===== config.mk =====
export PLATFORM = sky130hd
export DESIGN_NAME = plob_mem
export DESIGN_NICKNAME = d
export VERILOG_FILES = /design/src/hw/rtl/plob_mem.sv
export SDC_FILE = /design/constraint.sdc
export NUM_CORES = 2
export LEC_CHECK = 0
export BUFFER_PORTS_ARGS = -buffer_cell sky130_fd_sc_hd__buf_2
export CORE_ASPECT_RATIO = 1.4
export CORE_MARGIN = 2
export CORE_UTILIZATION = 50
export CTS_CLUSTER_DIAMETER = 30
export DETAILED_ROUTE_END_ITERATION = 7
export PLACE_DENSITY = 0.71
export SLEW_MARGIN = 15
export SYNTH_ARGS = -nofsm -noshare
export SYNTH_HDL_FRONTEND = slang
export SYNTH_SLANG_ARGS = --single-unit

===== constraint.sdc =====
create_clock -name clk -period 7.2 [get_ports clk]
set_clock_uncertainty 0.05 [all_clocks]
set_input_delay 0.36 -clock clk [delete_from_list [all_inputs] [get_ports clk]]
set_output_delay 0.36 -clock clk [all_outputs]
set_load 0.02 [all_outputs]

===== src/hw/rtl/plob_mem.sv =====
module plob_mem #(
	parameter int DEPTH = 32,
	parameter int WIDTH = 64,
	parameter int AW    = 5
) (
	input  logic             clk,
	input  logic             we,
	input  logic [AW-1:0]    waddr,
	input  logic [WIDTH-1:0] wdata,
	input  logic [AW-1:0]    raddr,
	output logic [WIDTH-1:0] rdata
);

	logic [WIDTH-1:0] mem [DEPTH];

	always_ff @(posedge clk) begin
		if (we) begin
			mem[waddr] <= wdata;
		end
		rdata <= mem[raddr];
	end

endmodule


==> results by group <==
Run status
  – Status: finished, final reports clean

Logic synthesis
  – Netlist cell types: 31
  – Post-synthesis sequential area ratio: 79.5%
  – Syn nets: 3,173
  – Seq cells post-synth: 2,112
  – Netlist Area Pre-Place: 79,000 µm²
  – Synth warn: 0
  – Post-Synthesis Cells: 3,097
  – Mean cell area of the mapped netlist: roughly 25 µm²

Timing
  – Hold Vio Cnt, Final: 0
  – Max-slew headroom: 17.9%
  – Final setup margin: 4.45 ns
  – Fmax: 364 MHz
  – RSZ-0062 raised after global routing: no
  – Final Cycle Share: 38.1%
  – Max-slew violation count: 0
  – Final setup fails: 0
  – Hold slack final: about 0.14 ns
  – Measured slew at the worst slew-check pin: 1.23 ns
  – Final setup TNS: 0 ns
  – Minimum clock period: 2.75 ns

Clock tree
  – Worst-skew pair later-pin latency: around 0.90 ns
  – CTS hold repair buffers: 65
  – CTS root buf: clkbuf_16
  – Postcts setup bufs: 0
  – CTS tree: built
  – TritonCTS Buffers: 296
  – H-Tree Depth: 5
  – Clk slew on worst S/H paths: roughly 0.050 ns
  – Clock sink total: about 2,100
  – Max clock buf depth: 4
  – # resized after CTS: 0

Final layout
  – Multi-input gate area: 15,700 µm²
  – Final Cell Area: about 93,000 µm²
  – Fillers: 10,506
  – Share of cells above drive strength 1: between 30 and 40%
  – Storage cell area: 62,800 µm²
  – Commonest cells after routing, fill and taps aside: 2,048 x edfxtp_1, 602 x mux4_2, 302 x clkbuf_16
  – Final core utilization: 59.4%
  – P&R area growth vs syn: 18.1%
  – Final nets: 3,591
  – Leading cell type in the layout, fill and taps excluded: edfxtp_1
  – Post-Layout Cell Count: 5,824

GRT
  – Vias in the first global route: 37,962
  – Largest net degree at the start of global routing: 130
  – Antenna violations before repair: 15
  – Global-route usage over all layers: 23.3%
  – First-pass GRT wire length: 267,000 µm
  – GRT overflow: 0

Critical path
  – Crit Path Max Fanout: 46
  – Reg-to-reg setup timing slack: 5.28 ns
  – Worst setup EP type: register
  – Crit Path Class: in2reg
  – Arrival time worst endpoint: 3.17 ns
  – CP required: 7.62 ns
  – CP startpoint kind: input pin

Pwr
  – Pwr Density: roughly 320 nW/µm²
  – Tot Pwr: roughly 30 mW
  – VDD IR max: 0.000264 V
  – Pleak: 29.6 nW

Flow run
  – Max Cap Viol: 0

Drt
  – Drt wl/cell: 31.8 µm
  – ANT nets after route: 0
  – Drt pass-1 iters: 6
  – DRC violations left: 0
  – Top Metal Used: met5
  – Wl on met1: just over 70,000 µm
  – Via density: 6.23
  – WL met3: approximately 17,000 µm
  – Post-Route WL: 185,000 µm
  – Drt initial violations: 4,708
  – Routed wl met2: 92,500 µm
  – Vias: approximately 36,000

Placed design
  – Dpl cells: 5,240
  – Final HPWL DP: 87,400 µm
  – Port Buffers: 139
  – Pre-CTS WS: 3.62 ns
  – Placer congestion estimate: 0.727
  – Area post-placement: 82,600 µm²

Floorplanning
  – Rows: approximately 170
  – Die ar.: 161,000 µm²
  – Core Area: 157,000 µm²
  – Die Wd: 340 µm
  – Starting Density: 50.3%
  – Chip Height: around 470 µm
  – Number of top-level pins: 140

Min path
  – Worst Hold Class: in2reg
==> path summary, 6_finish.rpt <==
kind                       to       start  depth (start not counted)
hold reg to reg     rdata[34]  mem[4][34]                          3
setup reg to reg    rdata[56]  mem[8][56]                          3
hold / removal      rdata[21]    raddr[1]                          3
setup / recovery  mem[13][41]    waddr[1]                          4
==> Yosys cell counts <==
cell type	number	area, µm²
inv_2	1	3.75
dfxtp_1	64	1280
nand3_1	2	10.0
a211oi_1	3	22.5
a22o_1	1	8.76
edfxtp_1	2048	61500
o211ai_1	3	22.5
clkbuf_1	55	206
nand3b_1	5	37.5
o22ai_1	10	62.6
buf_6	3	33.8
buf_1	19	71.3
and2_1	3	18.8
o2bb2ai_1	3	26.3
mux2_2	74	833
buf_2	65	325
mux4_2	602	13600
nand2_1	3	11.3
nor2b_1	4	25.0
or3_1	1	6.26
a22oi_1	3	22.5
o31a_1	3	26.3
buf_4	14	105
and2_0	1	6.26
nand2b_1	2	12.5
mux2i_1	38	380
o221ai_1	3	26.3
a221oi_1	12	105
nor2_1	41	154
o21ai_0	9	45.0
or3b_2	2	17.5
==> power breakdown <==
part           switching (mW)  total, mW  internal [mW]
Combinational           0.701       1.23          0.530
Sequential             0.0740       13.7           13.7
Clock                    5.46       14.6           9.17
==> state kept, by name, indices dropped and copies added (netlist names) <==
name	flops
rdata	64
mem	2048
==> per-layer routing <==
metal	up-vias	track usage, %
li1	14416	-
met1	19542	31.9
met2	1983	37.7
met3	351	5.31
met4	18	6.99
met5	-	0
==> logic make-up after synthesis <==
group / after synthesis / share of synthesized area (%)
AOI/OAI and AO/OA: 50 / 0.466
buffers and inverters: 157 / 0.944
DFF: 2112 / 79.5
muxes: 714 / 18.7
and+or+nand+nor: 64 / 0.379
==> critical path: stages <==
cell and delay (ns):
buf_2 0.13, nand3b_1 0.69, nor2_4 0.96, buf_4 0.89
==> layout make-up <==
cell class                 count  share of cell area (%)
sequential                  2112                    67.3
tap                         2088                    2.80
clock buffer                 331                    8.25
clock inverter               185                    2.51
inverter                       1                 0.00402
multi-input combinational    828                    16.8
timing repair buffer         276                    2.30
antenna                        3                 0.00805
Note: power is estimated with default switching activity, not from simulation.
