===== src/hw/rtl/plob_div.sv =====
module plob_div #(
	parameter int NW = 80,
	parameter int DW = 32
) (
	input  logic          clk,
	input  logic          arst_n,
	input  logic          start,
	input  logic [NW-1:0] dividend,
	input  logic [DW-1:0] divisor,
	output logic          busy,
	output logic          done,
	output logic [NW-1:0] quotient
);

	localparam int CNTW = $clog2(NW + 1);

	logic [DW-1:0]   rem_q;
	logic [DW-1:0]   div_q;
	logic [NW-1:0]   num_q;
	logic [CNTW-1:0] cnt_q;
	logic            busy_q;
	logic            done_q;
	logic [DW:0]     trial;
	logic            ge;

	// restoring division, one quotient bit per cycle
	assign trial = {rem_q, num_q[NW-1]};
	assign ge    = trial >= {1'b0, div_q};

	always_ff @(posedge clk or negedge arst_n) begin
		if (!arst_n) begin
			busy_q <= 1'b0;
			done_q <= 1'b0;
			cnt_q  <= '0;
			rem_q  <= '0;
			div_q  <= '0;
			num_q  <= '0;
		end else begin
			done_q <= 1'b0;
			if (start && !busy_q) begin
				busy_q <= 1'b1;
				cnt_q  <= CNTW'(NW);
				rem_q  <= '0;
				div_q  <= divisor;
				num_q  <= dividend;
			end else if (busy_q) begin
				rem_q <= ge ? DW'(trial - {1'b0, div_q}) : DW'(trial);
				num_q <= {num_q[NW-2:0], ge};
				cnt_q <= cnt_q - CNTW'(1);
				if (cnt_q == CNTW'(1)) begin
					busy_q <= 1'b0;
					done_q <= 1'b1;
				end
			end
		end
	end

	assign busy     = busy_q;
	assign done     = done_q;
	assign quotient = num_q;

endmodule


===== config.mk =====
export PLATFORM = sky130hd
export DESIGN_NAME = plob_div
export DESIGN_NICKNAME = d
export VERILOG_FILES = /design/src/hw/rtl/plob_div.sv
export SDC_FILE = /design/constraint.sdc
export NUM_CORES = 1
export LEC_CHECK = 0
export BUFFER_PORTS_ARGS = -buffer_cell sky130_fd_sc_hd__buf_2
export CELL_PAD_IN_SITES_DETAIL_PLACEMENT = 0
export CELL_PAD_IN_SITES_GLOBAL_PLACEMENT = 1
export CORE_MARGIN = 4
export CORE_UTILIZATION = 31
export CTS_CLUSTER_DIAMETER = 40
export DETAILED_ROUTE_END_ITERATION = 10
export GPL_TIMING_DRIVEN = 0
export PLACE_DENSITY_LB_ADDON = 0.1
export SLEW_MARGIN = 20
export SYNTH_ARGS = -nofsm -noshare
export SYNTH_HDL_FRONTEND = slang
export SYNTH_SLANG_ARGS = --single-unit

===== constraint.sdc =====
create_clock -name clk -period 2.97 [get_ports clk]
set_input_delay 0.4455 -clock clk [delete_from_list [all_inputs] [get_ports clk]]
set_output_delay 0.4455 -clock clk [all_outputs]
set_load 0.1 [all_outputs]

==> results.sh, run 1 <==
export IMPL_outcome="complete, but fails checks"
export IMPL_violations="negative hold slack"
export IMPL_ant_nets=0
export IMPL_grt_pass1_vias=7627
export IMPL_synth_main_ff_cell="dfrtp_1"
export IMPL_slew_viol_final=0
export IMPL_clock_latency_ns=0.43
export IMPL_yosys_area_top_type="dfrtp_1"
export IMPL_area_delta_synth_final_pct=26.1
export IMPL_die_w_um=175
export IMPL_ys_warnings_count=0
export IMPL_ff2ff_path_depth=12
export IMPL_fillCellCount=2858
export IMPL_place_area_um2=10100
export IMPL_hpwl_um=20200
export IMPL_drt_wirelength_per_cell_um=17.6
export IMPL_root_buffer="clkbuf_16"
export IMPL_whs_ns=-0.00943
export IMPL_fp_dieH_um=175
export IMPL_synthCells=940
export IMPL_dr_pass1_iters=5
export IMPL_finalHoldViolCount=8
export IMPL_synth_common_cells="153 x dfrtp_1, 141 x nand2_1, 132 x o21ai_0"
export IMPL_core_um2=27300
export IMPL_io_pins=197
export IMPL_drt_iter0_markers=418
export IMPL_fin_tns_setup_ns=0
export IMPL_holdBufCountCts=0
export IMPL_start_kind="register"
export IMPL_drive_above_1_share=0.233
export IMPL_max_cap_viol_count=0
export IMPL_gp_congestion=0.815
export IMPL_totalWireLength_um=27100
export IMPL_cts_sinks=153
export IMPL_synthArstFlopShare=1.00
export IMPL_numPortBuffers=195
export IMPL_cts_htree_levels=4
export IMPL_setup_viol=0
export IMPL_rsz0062_at_grt="true"
export IMPL_fp_row_count=60
export IMPL_insertedDiodeCount=0
export IMPL_vias=7601
export IMPL_drc=0
export IMPL_stdcell_area_um2=10900
export IMPL_viasPerCell=4.92
export IMPL_antenna_found_initial=0
export IMPL_track_usage=0.175
export IMPL_die_area_um2=30700
export IMPL_yosysMostFrequentCell="dfrtp_1"
export IMPL_tritoncts="done"
export IMPL_clk_pin_slew_ns=0.07
export IMPL_fin_crit_ns=2.90
export IMPL_nets=1310
export IMPL_syn_area_um2=8660
export IMPL_synth_edf_count=0
export IMPL_synth_seq_cells=153
export IMPL_yosysSeqAreaShare=0.442
export IMPL_clock_path_buffers=2
export IMPL_overflow=0
export IMPL_fin_crit_sh=0.977
export IMPL_critPathMaxFanout=4
export IMPL_synth_nets=1090
export IMPL_tightest_slew_ns=0.777
export IMPL_avgSynthCellArea_um2=9.21
export IMPL_timing_fmax_ghz=0.345
export IMPL_r2r_end="rem_q[26]"
export IMPL_grt_pass1_wl_um=43400
export IMPL_start_util=0.318
export IMPL_r2r_start="quotient[79]"
export IMPL_hp_class="input port to asynchronous set/reset pin"
export IMPL_endpoint_kind="register"
export IMPL_crit_required_ns=3.30
export IMPL_crit_arrival_ns=3.23
export IMPL_critical_path_class="register to register"
export IMPL_skew_ns=0.0150
export IMPL_grt_max_degree=83
export IMPL_synth_top_area_frac=0.442
export IMPL_synth_area_top_cells="dfrtp_1 44%, mux2i_1 9.2%, o21ai_0 7.6%"
export IMPL_cts_buffers=17
export IMPL_max_slew_margin=0.482
export IMPL_netlist_cell_type_count=65
export IMPL_r2r_slack_ns=0.07
==> flip-flops by register name, summed over array words and instances (netlist names) <==
signal and cells:
quotient 80, div_q 32, rem_q 32, cnt_q 7, busy 1, done 1
==> area by class of cell <==
| class | count | area [um^2] | area share |
|---|---|---|---|
| Multi-Input combinational cell | 663 | 4460 | 0.408 |
| Sequential cell | 153 | 3830 | 0.351 |
| Timing Repair Buffer | 202 | 1060 | 0.0967 |
| Tap cell | 372 | 465 | 0.0426 |
| Clock buffer | 18 | 429 | 0.0393 |
| Buffer | 62 | 300 | 0.0275 |
| Inverter | 61 | 229 | 0.0210 |
| Clock inverter | 14 | 154 | 0.0141 |
==> worst max path at each step <==
| stage | from | endpoint | slack (ns) | cells past startpoint |
|---|---|---|---|---|
| 2_1_floorplan | quotient[79] | rem_q[26] | 0.08 | 12 |
| 3_3_place_gp | arst_n | quotient[79] | -1.49 | 1 |
| 3_5_place_dp | quotient[79] | rem_q[26] | -0.14 | 12 |
| 4_1_cts | rem_q[7] | rem_q[28] | 0.03 | 12 |
| 5_1_grt | rem_q[7] | rem_q[31] | -0.02 | 12 |
| 6_report | quotient[79] | rem_q[26] | 0.07 | 12 |
==> repair_timing <==
action	CTS	global route
setup endpoints to repair	17	33
gates resized for setup	8	30
cloned	0	1
pin swaps	0	9
setup buffers	0	5
==> worst max-delay path: stages, from the launching register on <==
cell and delay [ns]:
dfrtp_2 0.41, inv_1 0.06, ha_1 0.22, fa_1 0.39, nand2b_1 0.22, a21oi_2 0.26
a211oi_4 0.10, o221ai_4 0.26, nor4_4 0.10, o31ai_1 0.28, a21oi_1 0.12, xor2_1 0.15
o311ai_1 0.22
==> cells by family (layout without fill, tap and decap cells) <==
kind of cell	Yosys count	in the layout	synth area share
AO/OA/AOI/OAI	264	264	0.191
XOR/XNOR	30	30	0.0303
adder cells (fa/ha/maj)	35	35	0.0514
buffers and inverters	124	357	0.0584
flip-flops	153	153	0.442
multiplexers	80	80	0.0925
AND/OR/NAND/NOR	254	254	0.134
==> through the flow <==
stage / std cells / setup slack [ns] / util
3_5_place_dp: 1508 / -0.136 / 0.372
5_1_grt: 1545 / -0.0234 / 0.401
4_1_cts: 1540 / 0.0310 / 0.395
6_report: 1545 / 0.0681 / 0.401
2_1_floorplan: 940 / 0.0777 / -
3_3_place_gp: 1507 / -1.49 / 0.371
==> cells in the final DEF, fill, tap and decap left out, types with 5 or more instances in the layout <==
cell       instances
xor2_1            11
buf_2            197
nand3_1           51
nor3b_1            9
a31oi_1           11
nor2_1            15
buf_6              7
nand4_1            5
mux2i_1           80
inv_1             60
dfrtp_1          152
o31ai_1            6
clkbuf_16         17
inv_6              5
o21a_1             5
nand3b_1           5
o311ai_1           6
o21ai_0          128
nand2_1          140
ha_1              34
o311ai_0          16
a21oi_1           31
buf_1             10
buf_4              6
o21bai_1           9
a21o_1            11
xnor2_1           19
clkbuf_1          40
o21ai_1            5
==> layer usage <==
metal / global-route usage / wire [um] / share of wire
met3: 0.0342 / 1150 / 0.042
met2: 0.285 / 12800 / 0.47
met4: 0.0314 / 242 / 0.0089
met1: 0.246 / 13000 / 0.48
met5: 0 / 0 / 0
Power of run 1 is left out: the tool's default activity adds up to more than one toggle a clock period on the data nets, which glitch-free logic cannot reach.
==> run 2: changes to the inputs <==
- CORE_UTILIZATION: 31 -> 41
==> run 2 against run 1 <==
Compared with the run above:
- the flow now finishes without violations
- first-iteration DRC count grew 5.5%
- via count grew 1.2%
- register-to-register slack gained 0.03 ns
- hold slack gained 0.040 ns
- largest cell class unchanged
==> results.sh, run 2 (same netlist as run 1, synthesis figures left out) <==
export IMPL_critPathMaxFanout=8
export IMPL_totalWireLength_um=25500
export IMPL_cts_buffers=17
export IMPL_area_delta_synth_final_pct=25.0
export IMPL_clock_path_buffers=2
export IMPL_drt_wirelength_per_cell_um=17.6
export IMPL_slew_viol_final=0
export IMPL_cts_sinks=153
export IMPL_root_buffer="clkbuf_16"
export IMPL_nets=1316
export IMPL_grt_pass1_vias=7418
export IMPL_tritoncts="done"
export IMPL_fillCellCount=1989
export IMPL_fin_crit_sh=0.966
export IMPL_die_area_um2=23500
export IMPL_hp_class="input port to asynchronous set/reset pin"
export IMPL_whs_ns=0.0310
export IMPL_layout_common_cells="197 x buf_2, 152 x dfrtp_1, 140 x nand2_1, 128 x o21ai_0, 80 x mux2i_1"
export IMPL_crit_chain="ha_1, buf_6, a21oi_2, o22ai_1, a211o_1, nor2_4, o311ai_4, o21a_2, o21a_4, clkbuf_4, a32oi_2, o31ai_1"
export IMPL_drive_above_1_share=0.242
export IMPL_start_kind="register"
export IMPL_skew_ns=0.00917
export IMPL_multi_input_area_um2=4470
export IMPL_endpoint_kind="register"
export IMPL_gp_congestion=0.826
export IMPL_path_delay_family="compound AO/OA/AOI/OAI gates"
export IMPL_antenna_found_initial=1
export IMPL_crit_slowest_cell="dfrtp_1"
export IMPL_holdBufCountCts=0
export IMPL_r2r_start="rem_q[7]"
export IMPL_die_w_um=153
export IMPL_track_usage=0.212
export IMPL_seq_area_um2=3830
export IMPL_grt_max_degree=85
export IMPL_vias=7693
export IMPL_outcome="finished clean"
export IMPL_crit_buf_inv=2
export IMPL_grt_pass1_wl_um=40900
export IMPL_ant_nets=0
export IMPL_finalHoldViolCount=0
export IMPL_drt_iter0_markers=441
export IMPL_start_util=0.423
export IMPL_io_pins=197
export IMPL_overflow=0
export IMPL_stdcell_area_um2=10800
export IMPL_critical_path_class="register to register"
export IMPL_place_area_um2=10000
export IMPL_hpwl_um=18700
export IMPL_setup_viol=0
export IMPL_viasPerCell=5.31
export IMPL_clock_latency_ns=0.43
export IMPL_max_cap_viol_count=0
export IMPL_slowest_delay_ns=0.42
export IMPL_fin_crit_ns=2.87
export IMPL_r2r_slack_ns=0.10
export IMPL_r2r_end="rem_q[7]"
export IMPL_timing_fmax_ghz=0.349
export IMPL_mostFrequentLayoutCell="buf_2"
export IMPL_fp_dieH_um=153
export IMPL_clk_pin_slew_ns=0.07
export IMPL_core_um2=20500
export IMPL_dr_pass1_iters=5
export IMPL_tightest_slew_ns=0.798
export IMPL_crit_required_ns=3.26
export IMPL_drc=0
export IMPL_crit_arrival_ns=3.16
export IMPL_ff2ff_path_depth=12
export IMPL_fp_row_count=52
export IMPL_max_slew_margin=0.468
export IMPL_largest_reg_flops=80
export IMPL_insertedDiodeCount=0
export IMPL_numPortBuffers=195
export IMPL_cts_htree_levels=4
-- run 2: changes by cell type in the layout (fill, tap and decap cells not counted), sizes merged --
| cell | previous run | this run |
|---|---|---|
| buf | 222 | 229 |
| bufinv | 1 | 0 |
| clkbuf | 60 | 59 |
| clkinv | 5 | 6 |
-- run 2: timing repair --
action | CTS | global route
gates cloned | 0 | 1
resized for setup | 6 | 32
endpoints found under the setup margin | 11 | 33
buffers inserted | 2 | 9
pin swaps | 2 | 20
-- run 2: area by class of cell --
class / instances / share of cell area
multi-input combinational: 663 / 0.413
clock inverter: 14 / 0.0123
timing repair buffer: 208 / 0.102
inverter: 61 / 0.0212
buffer: 62 / 0.0264
tap: 270 / 0.0312
sequential: 153 / 0.354
clock buffer: 18 / 0.0406
-- run 2: worst max-delay path by stage --
stage,start,to,cells past startpoint
2_1_floorplan,quotient[79],rem_q[26],12
3_3_place_gp,arst_n,quotient[79],1
3_5_place_dp,quotient[79],rem_q[26],12
4_1_cts,rem_q[7],rem_q[28],12
5_1_grt,rem_q[14],rem_q[7],12
6_report,rem_q[7],rem_q[7],12
-- run 2: routing by layer --
layer	wire, um	track usage
met2	11800	0.334
met3	1220	0.0382
met5	12	0
met1	12200	0.310
met4	280	0.0446
-- run 2: per-stage QoR --
step / setup WS, ns / std cells / TNS [ns] / util
2_1_floorplan: 0.0777 / 940 / 0 / -
3_3_place_gp: -1.34 / 1405 / -157.13 / 0.487
3_5_place_dp: -0.202 / 1406 / -0.594 / 0.489
4_1_cts: 0.0163 / 1439 / 0 / 0.518
5_1_grt: -0.00669 / 1449 / -0.00669 / 0.528
6_report: 0.101 / 1449 / 0 / 0.528
Power of run 2 is left out for the same reason.
